File: src/rtl/core/tfr_pkg.sv
// ---------------------------------------------------------------------------
// Telecommand frame reassembler package
// Shared widths, operation codes and the status record passed between the
// header/count logic and the top level.
// ---------------------------------------------------------------------------
package tfr_pkg;

    localparam int DATA_W          = 8;
    localparam int COUNT_W         = 9;
    localparam int HEADER_BYTES    = 2;
    localparam int COUNT_MAX       = 511;
    localparam int BLOCK_BYTES_DEF = 7;
    localparam int STORE_BYTES_DEF = 255;

    localparam logic [1:0] OP_BYTE    = 2'd0;
    localparam logic [1:0] OP_READ    = 2'd1;
    localparam logic [1:0] OP_RELEASE = 2'd2;
    localparam logic [1:0] OP_NOP     = 2'd3;

    typedef struct packed {
        logic              ready;
        logic [DATA_W-1:0] msg_len;
        logic [DATA_W-1:0] frame_seq;
        logic [DATA_W-1:0] ack_seq;
        logic              dropped;
    } t_status;

endpackage

File: src/rtl/core/tfr_ram.sv
// ---------------------------------------------------------------------------
// Generic simple dual-port RAM
// One write port and one read port with a registered read and read enable.
// ---------------------------------------------------------------------------
module tfr_ram #(
    parameter int WIDTH = 8,
    parameter int DEPTH = 256
) (
    input  logic                     i_clk,
    input  logic                     i_we,
    input  logic [$clog2(DEPTH)-1:0] i_waddr,
    input  logic [WIDTH-1:0]         i_wdata,
    input  logic                     i_re,
    input  logic [$clog2(DEPTH)-1:0] i_raddr,
    output logic [WIDTH-1:0]         o_rdata
);

    logic [WIDTH-1:0] r_mem [DEPTH];
    logic [WIDTH-1:0] r_rdata;

    always_ff @(posedge i_clk) begin
        if (i_we) begin
            r_mem[i_waddr] <= i_wdata;
        end
        if (i_re) begin
            r_rdata <= r_mem[i_raddr];
        end
    end

    assign o_rdata = r_rdata;

endmodule

File: src/rtl/core/tfr_parse.sv
// ---------------------------------------------------------------------------
// Frame header and byte count tracking
// Holds the frame counters, header fields and ready flag, and produces the
// message store write for each taken message byte that fits in the store.
// ---------------------------------------------------------------------------
module tfr_parse
    import tfr_pkg::*;
#(
    parameter int BLOCK_BYTES = BLOCK_BYTES_DEF,
    parameter int STORE_BYTES = STORE_BYTES_DEF
) (
    input  logic                           i_clk,
    input  logic                           i_rst_n,
    input  logic                           i_accept,
    input  logic [1:0]                     i_opcode,
    input  logic [DATA_W-1:0]              i_block_byte,
    output logic                           o_we,
    output logic [$clog2(STORE_BYTES)-1:0] o_waddr,
    output t_status                        o_status
);

    localparam int AW = $clog2(STORE_BYTES);
    localparam int BW = $clog2(BLOCK_BYTES + 1);
    localparam logic [BW-1:0]      BlockLim = BW'(BLOCK_BYTES);
    localparam logic [COUNT_W-1:0] StoreLim = COUNT_W'(STORE_BYTES);
    localparam logic [COUNT_W-1:0] CountTop = COUNT_W'(COUNT_MAX);
    localparam logic [COUNT_W-1:0] HdrLen   = COUNT_W'(HEADER_BYTES);

    logic [COUNT_W-1:0] r_fc, n_fc;
    logic [BW-1:0]      r_blk, n_blk;
    logic [DATA_W-1:0]  r_total, n_total;
    logic [DATA_W-1:0]  r_seq, n_seq;
    logic [DATA_W-1:0]  r_ack, n_ack;
    logic               r_ready, n_ready;

    logic               take;
    logic [COUNT_W-1:0] fc_inc;
    logic [COUNT_W-1:0] pos;
    logic [BW-1:0]      blk_inc;

    assign take    = i_accept && (i_opcode == OP_BYTE) && !r_ready;
    assign fc_inc  = (r_fc == CountTop) ? r_fc : r_fc + COUNT_W'(1);
    assign blk_inc = r_blk + BW'(1);
    assign pos     = r_fc - HdrLen;

    always_comb begin
        n_fc    = r_fc;
        n_blk   = r_blk;
        n_total = r_total;
        n_seq   = r_seq;
        n_ack   = r_ack;
        n_ready = r_ready;
        if (take) begin
            if (r_fc == COUNT_W'(0)) begin
                n_total = i_block_byte;
            end else if (r_fc == COUNT_W'(1)) begin
                n_seq = i_block_byte;
            end
            n_fc  = fc_inc;
            n_blk = blk_inc;
            if (blk_inc >= BlockLim) begin
                n_blk = '0;
                // Frame complete only on a whole block boundary.
                if (fc_inc >= {1'b0, n_total}) begin
                    n_ready = 1'b1;
                    n_ack   = n_seq;
                    n_fc    = '0;
                end
            end
        end else if (i_accept && (i_opcode == OP_RELEASE)) begin
            n_ready = 1'b0;
        end
    end

    always_ff @(posedge i_clk) begin
        if (!i_rst_n) begin
            r_fc    <= '0;
            r_blk   <= '0;
            r_total <= '0;
            r_seq   <= '0;
            r_ack   <= '0;
            r_ready <= 1'b0;
        end else begin
            r_fc    <= n_fc;
            r_blk   <= n_blk;
            r_total <= n_total;
            r_seq   <= n_seq;
            r_ack   <= n_ack;
            r_ready <= n_ready;
        end
    end

    assign o_we    = take && (r_fc >= HdrLen) && (pos < StoreLim);
    assign o_waddr = pos[AW-1:0];

    assign o_status.ready     = n_ready;
    assign o_status.msg_len   = (n_total >= DATA_W'(HEADER_BYTES))
                                ? n_total - DATA_W'(HEADER_BYTES) : '0;
    assign o_status.frame_seq = n_seq;
    assign o_status.ack_seq   = n_ack;
    assign o_status.dropped   = i_accept && (i_opcode == OP_BYTE) && r_ready;

    // A ready frame always leaves the byte count cleared.
    a_ready_clears_count: assert property (@(posedge i_clk) disable iff (!i_rst_n)
        r_ready |-> (r_fc == '0))
        else $error("frame count not cleared while frame ready");

    a_block_bound: assert property (@(posedge i_clk) disable iff (!i_rst_n)
        r_blk < BlockLim)
        else $error("block byte count out of range");

    a_ready_sets_ack: assert property (@(posedge i_clk) disable iff (!i_rst_n)
        $rose(r_ready) |-> (r_ack == $past(r_seq) || r_ack == $past(n_seq)))
        else $error("acknowledge sequence not taken on completion");

endmodule

File: src/rtl/core/telecommand_frame_reassembler.sv
// ---------------------------------------------------------------------------
// Telecommand frame reassembler
// Rebuilds telecommand frames from code block bytes and serves message reads.
// ---------------------------------------------------------------------------
// The block takes one beat per clock cycle while o_in_stall is low, and returns
// exactly one result beat for each input beat, through stage one and the
// output register. The message store is a synchronous RAM with one write and
// one read port and a registered read, so a read beat's data is available in
// the cycle after it is accepted and is then placed in the output register.
// Code block bytes write the store in the cycle they are accepted, so a later
// read always sees them. Frame header fields, counts and the ready flag live
// in registers and are updated at acceptance; every result shows the state
// after its own beat. The store has no reset and no clearing pass: reading
// an entry never written since reset returns an undefined byte. Reads at or
// beyond the store depth return zero.
// ---------------------------------------------------------------------------
module telecommand_frame_reassembler
    import tfr_pkg::*;
#(
    parameter int BLOCK_BYTES = BLOCK_BYTES_DEF,
    parameter int STORE_BYTES = STORE_BYTES_DEF
) (
    input  logic              i_clk,
    input  logic              i_rst_n,
    input  logic              i_in_valid,
    output logic              o_in_stall,
    input  logic [1:0]        i_opcode,
    input  logic [DATA_W-1:0] i_block_byte,
    input  logic [DATA_W-1:0] i_read_index,
    output logic              o_out_valid,
    input  logic              i_out_stall,
    output logic [DATA_W-1:0] o_read_data,
    output logic              o_frame_ready,
    output logic [DATA_W-1:0] o_message_length,
    output logic [DATA_W-1:0] o_seq_number,
    output logic [DATA_W-1:0] o_ack_sequence,
    output logic              o_byte_dropped
);

    localparam int AW = $clog2(STORE_BYTES);
    localparam logic [DATA_W:0] ReadLim = (DATA_W + 1)'(STORE_BYTES);

    // Stage one: the beat has been accepted and its store read is in flight.
    logic              r_s1_valid;
    logic              r_s1_read;
    t_status           r_s1_status;
    // Stage two: the output register.
    logic              r_s2_valid;
    logic [DATA_W-1:0] r_s2_data;
    t_status           r_s2_status;

    logic              accept;
    logic              s1_adv;
    logic              ram_we;
    logic [AW-1:0]     ram_waddr;
    logic              ram_re;
    logic [DATA_W-1:0] ram_rdata;
    t_status           status;

    // Stage one moves on whenever the output register is free or draining.
    assign s1_adv     = !r_s2_valid || !i_out_stall;
    assign o_in_stall = r_s1_valid && !s1_adv;
    assign accept     = i_in_valid && !o_in_stall;

    // Out-of-range reads never touch the store and return zero.
    assign ram_re = accept && (i_opcode == OP_READ) && ({1'b0, i_read_index} < ReadLim);

    tfr_parse #(
        .BLOCK_BYTES (BLOCK_BYTES),
        .STORE_BYTES (STORE_BYTES)
    ) u_parse (
        .i_clk        (i_clk),
        .i_rst_n      (i_rst_n),
        .i_accept     (accept),
        .i_opcode     (i_opcode),
        .i_block_byte (i_block_byte),
        .o_we         (ram_we),
        .o_waddr      (ram_waddr),
        .o_status     (status)
    );

    tfr_ram #(
        .WIDTH (DATA_W),
        .DEPTH (STORE_BYTES)
    ) u_store (
        .i_clk   (i_clk),
        .i_we    (ram_we),
        .i_waddr (ram_waddr),
        .i_wdata (i_block_byte),
        .i_re    (ram_re),
        .i_raddr (i_read_index[AW-1:0]),
        .o_rdata (ram_rdata)
    );

    // Payload registers carry no reset; only the valid bits are cleared.
    always_ff @(posedge i_clk) begin
        if (!i_rst_n) begin
            r_s1_valid <= 1'b0;
            r_s2_valid <= 1'b0;
        end else begin
            if (accept) begin
                r_s1_valid <= 1'b1;
            end else if (s1_adv) begin
                r_s1_valid <= 1'b0;
            end
            if (r_s1_valid && s1_adv) begin
                r_s2_valid <= 1'b1;
            end else if (!i_out_stall) begin
                r_s2_valid <= 1'b0;
            end
        end
        if (accept) begin
            r_s1_read   <= ram_re;
            r_s1_status <= status;
        end
        if (r_s1_valid && s1_adv) begin
            r_s2_data   <= r_s1_read ? ram_rdata : '0;
            r_s2_status <= r_s1_status;
        end
    end

    assign o_out_valid      = r_s2_valid;
    assign o_read_data      = r_s2_data;
    assign o_frame_ready    = r_s2_status.ready;
    assign o_message_length = r_s2_status.msg_len;
    assign o_seq_number     = r_s2_status.frame_seq;
    assign o_ack_sequence   = r_s2_status.ack_seq;
    assign o_byte_dropped   = r_s2_status.dropped;

    // The input is only held back by a full first stage.
    a_stall_cause: assert property (@(posedge i_clk) disable iff (!i_rst_n)
        o_in_stall |-> r_s1_valid)
        else $error("input stalled with empty first stage");

    // A beat never both writes and reads the store.
    a_port_excl: assert property (@(posedge i_clk) disable iff (!i_rst_n)
        !(ram_we && ram_re))
        else $error("store written and read by one beat");

    // An accepted beat always lands in stage one.
    a_accept_lands: assert property (@(posedge i_clk) disable iff (!i_rst_n)
        accept |=> r_s1_valid)
        else $error("accepted beat lost");

endmodule

File: config.mk
export PLATFORM = sky130hd
export DESIGN_NAME = telecommand_frame_reassembler
export DESIGN_NICKNAME = d
export VERILOG_FILES = /design/src/rtl/core/tfr_pkg.sv /design/src/rtl/core/tfr_ram.sv /design/src/rtl/core/tfr_parse.sv /design/src/rtl/core/telecommand_frame_reassembler.sv
export SDC_FILE = /design/constraint.sdc
export NUM_CORES = 2
export LEC_CHECK = 0
export BUFFER_PORTS_ARGS = -buffer_cell sky130_fd_sc_hd__buf_2
export CORE_MARGIN = 4
export CORE_UTILIZATION = 35
export CTS_CLUSTER_DIAMETER = 120
export DETAILED_ROUTE_END_ITERATION = 16
export GPL_ROUTABILITY_DRIVEN = 0
export PLACE_DENSITY_LB_ADDON = 0.08
export SLEW_MARGIN = 10
export SYNTH_ARGS = -nofsm -noshare
export SYNTH_HDL_FRONTEND = slang
export SYNTH_SLANG_ARGS = --single-unit
export TNS_END_PERCENT = 50
File: constraint.sdc
create_clock -name i_clk -period 5.65 [get_ports i_clk]
set_input_delay 0.8475 -clock i_clk [delete_from_list [all_inputs] [get_ports i_clk]]
set_output_delay 0.8475 -clock i_clk [all_outputs]
set_load 0.005 [all_outputs]
Word level (Yosys, flattened, before mapping)
Memories as Yosys holds them, arrays and structs flattened. A register that Yosys moved wholly into a read port is not among the register bits. Cells that the tools add are included.

Output and inout bits: 36. Register bits: 100. Memories: 1. Logic and storage cells: 79. Memory bits (writable): 2040.

Memory list: u_store.r_mem (words 255, bits a word 8, rd ports 1, clocked after Yosys merged registers in 1, write ports 1, line tfr_ram.sv:18) `logic [WIDTH-1:0] r_mem [DEPTH];`.

Add/subtract/negate cells: 4. Equal/unequal tests: 5. Order comparisons: 6. Reduce and logical (&&, ||, !) cells: 20. Multiplexer cells: 23.

Operator list (count): 2-to-1 mux 8 bit (9); 2-to-1 mux 9 bit (3); logical AND 1 bit (11); 2-to-1 mux 1 bit (10); adder 9 x 1 -> 9 bit (second input constant) (1); == test 9 x 1 -> 1 bit (second input constant) (1); == test 9 bit (second input constant) (1); >= comparator 9 x 2 -> 1 bit (second input constant) (1); >= comparator 9 x 8 -> 1 bit (1); logical NOT 9 bit (1); less-than comparator 9 x 8 -> 1 bit (second input constant) (1); subtractor 9 x 2 -> 9 bit (second input constant) (1); >= comparator 8 x 2 -> 1 bit (second input constant) (1); less-than comparator 8 bit (second input constant) (1); subtractor 8 x 2 -> 8 bit (second input constant) (1); logical NOT 1 bit (5); adder 3 x 1 -> 3 bit (second input constant) (1); >= comparator 3 bit (second input constant) (1); 2-to-1 mux 3 bit (1); == test 2 x 1 -> 1 bit (second input constant) (1); == test 2 bit (second input constant) (1); logical NOT 2 bit (1); != test 2 x 1 -> 1 bit (second input constant) (1); nonzero test 2 bit (1); logical OR 1 bit (1).

Longest topological paths before layout
Depth in word-level cells: 13. Mapped depth: 15. Mapped depth without buffers: 13.

By module
A second synthesis with hierarchy kept.

Cells, all modules: 4304. Area, all modules: 85396.9 µm².

Modules (own cells, without submodules): tfr_ram (area each 80566.0 µm², cells each 3910, times used 1); tfr_parse (area each 2829.0 µm², cells each 313, times used 1); telecommand_frame_reassembler (area each 2001.9 µm², cells each 81, times used 1).

Worst setup path after synthesis
No wires, ideal clock.

Kind: in2reg. Start point: in i_out_stall. End point: reg r_s2_status, in the netlist o_ack_sequence[0] (enable). Data arrival time: 3368 ps. Cell stages on the path: 1. Data required time: 5173 ps. Setup time: 477 ps. Path slack: 1805 ps. Buffers on the path: 0. Path through: a21boi_0.

Cells in the longest elaborated chain, start to end: 3.

RTL lines: start: declaration (line telecommand_frame_reassembler.sv:31) `input logic i_out_stall,`; logical NOT 1 bit; logical OR 1 bit (line telecommand_frame_reassembler.sv:61) `assign s1_adv = !r_s2_valid || !i_out_stall;`; logical AND 1 bit (line telecommand_frame_reassembler.sv:116) `if (r_s1_valid && s1_adv) begin`; end signal: assignment (line telecommand_frame_reassembler.sv:118) `r_s2_status <= r_s1_status;`; end: declaration (line telecommand_frame_reassembler.sv:50) `t_status r_s2_status;`.

Every way passes these cells. A chain may end at the register's enable or synchronous reset.

Worst setup path in the final report
Start point: reg u_parse.r_fc[1]. End point: mem u_store.r_mem[170][3] (enable).

Cells in the longest elaborated chain, start to end: 5. Elaborated cells on any way between the ends: 7.

RTL lines: start: declaration (line tfr_parse.sv:29) `logic [COUNT_W-1:0] r_fc, n_fc;`; start signal: assignment (line tfr_parse.sv:84) `r_fc <= n_fc;`; subtractor 9 x 2 -> 9 bit / >= comparator 9 x 2 -> 1 bit (equally long branches) (line tfr_parse.sv:44, tfr_parse.sv:93); less-than comparator 9 x 8 -> 1 bit / logical AND 1 bit (equally long branches) (line tfr_parse.sv:93) `assign o_we = take && (r_fc >= HdrLen) && (pos < StoreLim);`; logical AND 1 bit (line tfr_parse.sv:93); 2-to-1 mux 1 bit (line tfr_ram.sv:22) `if (i_we) begin`; 2-to-1 mux 1 bit (implied by the code) (line tfr_ram.sv:23) `r_mem[i_waddr] <= i_wdata;`; end: declaration (line tfr_ram.sv:18).

Parallel ways exist; a longest one is shown, timed or not.

==> metrics <==
WL met2 around 120 mm; status finished, final reports clean; dpl cell area about 89000 um^2; met3 WL between 10 and 15 mm; placed cell count 7274; Setup-failing EPs final 0; Slew Limit Headroom between 20% and 30%; Pwr Total 33.8 mW; fraction of layout cells with a size suffix above 1 25.9%; residual DRC count 0; leakage ~30 nW; Critical Path Start Type register; WL final approximately 250 mm; Pins Over Slew Limit 0; H-Tree Depth 4; GRT Total Usage approximately a fifth; Clock Skews ~0.035 ns; cell-internal power 26.3 mW; core area ~240000 um^2; CTS Hold Buffers Added 0; FF+latch count, synth about 2100; via count 41500; largest net degree at the start of global routing 142; Synth Area per Inst just over 20 um^2; Setup Fix Bufs, Post-CTS 0; RSZ-0062 raised after global routing false; starting DRC count in detailed routing between 4000 and 5000; Worst R2R Setup Slack 1.35 ns; Synthesis Warnings 0; Final Instance Area about 96000 um^2; die width slightly below 500 um; worst slew pin tran between 1 and 1.5 ns; Top Metal Used met4; Max clock buf depth 3; first-pass GRT wire length around 350 mm; Die ar. between 200000 and 250000 um^2; Yosys cell types 66; Resize count post-CTS 0; pwr dens around 350 nW/um^2; Routed Antenna Nets 0; CTS sink cnt about 2100; Clk Tree Root Cell clkbuf_16; clk_lat worst skew just under 0.9 ns; Sw Share between 20 and 25%; fmax approximately 230 MHz; CP Data Required Time around 6.1 ns; drt wl/cell between 30 and 40 um; PortBufs 57; syn nets around 4000; gr ovfl total 0; count of final hold-check violations 0; ys async rst share 0%; Comb pwr share under 10%; total iterations of the first detailed-routing run 5; TritonCTS clock tree yes; Final period util roughly 76%; Post-Syn Area about 84000 um^2; CTS buffer count 228; share of the synthesized area in the top cell type roughly 76%; final setup TNS 0 ns; clock power share 42.8%; Area Growth Syn to Fin 15.0%; Post-synth top flop edfxtp_1; worst-path fanout max 16; die height between 400 and 500 um; CP endpoint kind register; Synth area leader edfxtp_1; synth top area cells edfxtp_1 (76%), mux4_2 (13%), mux2i_1 (1.5%); DR vias/cell about 5.4; Seq/Total Area, Yosys between 70% and 80%; number of enable flip-flop cells after synthesis about 2100; sequential power share between 50% and 60%; initial antenna violation count 10; nets@finish between 4000 and 5000; Filler cells between 20000 and 25000; Crit Path Class reg2reg; DP HPWL around 160 mm; crit path time final between 4 and 5 ns; dpl ws around 0.87 ns; Max-cap violations 0; Layout Cells excl Fill 7708; # IOs slightly below 60; CP arrival ~4.8 ns; Clock Pin Slew Worst Setup and Hold Paths about 0.060 ns; Switch Pwr 7.51 mW; metal1 wirelength between 100 and 150 mm; Post-Syn Instances 4043; Rows 179; HP Class in2reg; Starting Density approximately a third; VDD IR-drop max slightly above 0.0003 V; vias in the first global route approximately 43000; setup ws final 1.35 ns
==> logic make-up after synthesis <==
group | Yosys count | synth area share [%]
adders and majority gates | 18 | 0.269
xor gates and xnor gates | 23 | 0.241
muxes | 657 | 15.3
and+or+nand+nor | 607 | 3.21
AOI/OAI and AO/OA | 350 | 2.89
buffers and inverters | 240 | 1.43
DFF | 2148 | 76.6
==> metrics by stage <==
step / util (%) / hold WS (ns)
after floorplan: - / 0.400
after global placement: 37.4 / 0.401
after detailed placement: 37.4 / 0.405
after CTS: 40.5 / 0.151
after global routing: 40.5 / 0.199
final: 40.5 / 0.252
==> sequential cells by signal, indices dropped and copies added, names as in the netlist, 8 cells and up <==
signal / count
u_parse.r_ack: 8
o_message_length: 8
u_store.r_mem: 2040
u_parse.r_fc: 9
u_store.o_rdata: 8
o_ack_sequence: 8
u_parse.r_total: 8
u_parse.r_seq: 8
o_read_data: 8
o_seq_number: 8
r_s1_status: 26
==> per-layer routing <==
metal  vias up  GRT usage (%)
met5         -              0
met2      1209           32.6
met4         0           5.55
met3       299           3.16
met1     22600           28.5
li1      17400              -
==> critical path, stage by stage (launching register included) <==
cell,delay [ns]
dfxtp_1,0.37
inv_1,0.25
ha_1,0.33
nand2b_1,0.11
mux2_2,0.28
a21oi_1,0.14
a21oi_1,0.08
o22ai_2,0.70
nand2_1,0.74
nor2_1,0.90
==> layout by cell type (no fill, tap or decap), drive strengths merged, types with 17 or more instances in the layout <==
master  synthesis  final
o211ai         21     21
edfxtp       2109   2109
a22oi          80     80
mux2           34     34
o22ai          17     17
buf           122    290
nand3          42     42
inv            12     19
nor2b          20     20
nand2         124    124
dfxtp          39     39
mux4          494    494
clkbuf        104    297
ha             18     18
mux2i         129    129
a21oi          47     47
and2           30     30
nor3           28     28
a221oi         48     48
clkinv          2    103
nor2          314    314
o21ai          71     71
==> synthesized netlist by cell type, types with 5 or more instances <==
cell type and count:
and2_1 29, or3_1 5, nor4_1 6, a21oi_1 47
a221oi_1 48, a21o_1 6, nand3_1 42, nand2b_1 9
a211oi_1 9, buf_4 30, nor2_1 314, o21ai_0 71
buf_1 21, a31oi_1 9, nand4_1 5, a22oi_1 80
buf_2 57, ha_1 18, o221ai_1 5, inv_1 12
buf_6 13, edfxtp_1 2109, xnor2_1 14, xor2_1 9
o22ai_1 17, mux4_2 490, and3_1 7, dfxtp_1 39
o211ai_1 21, clkbuf_1 104, mux2i_1 129, nand2_1 124
mux2_2 34, nor3_1 27, nor2b_1 19
==> worst paths after layout <==
check / startpoint / end / depth (start not counted)
min: i_in_valid / r_s1_valid$_SDFFE_PN0P_ / 2
max: u_parse.r_fc[1]$_SDFFE_PN0P_ / u_store.r_mem[170][3]$_DFFE_PP_ / 9
max reg2reg: u_parse.r_fc[1]$_SDFFE_PN0P_ / u_store.r_mem[170][3]$_DFFE_PP_ / 9
min reg2reg: r_s1_status[0]$_DFFE_PP_ / o_byte_dropped$_DFFE_PP_ / 0
==> power groups by stage <==
stage	Sequential [mW]	Combinational [mW]	Clock [mW]
after floorplan	17.9	0.848	0
after global routing	17.5	1.89	15.5
after detailed placement	17.9	1.82	0
final	17.5	1.78	14.5
after global placement	17.9	1.82	0
after CTS	17.5	1.82	14.8
==> area by class of cell <==
cell class | count | area (um^2) | share of cell area (%)
inverter | 14 | 57.6 | 0.0598
clock buffer | 297 | 6050 | 6.28
multi-input combinational | 1655 | 18500 | 19.2
sequential | 2148 | 64100 | 66.6
clock inverter | 130 | 1120 | 1.17
tap | 3167 | 3960 | 4.12
timing repair buffer | 290 | 2420 | 2.52
antenna | 7 | 17.5 | 0.0182
Note: power is estimated with default switching activity, not from simulation.
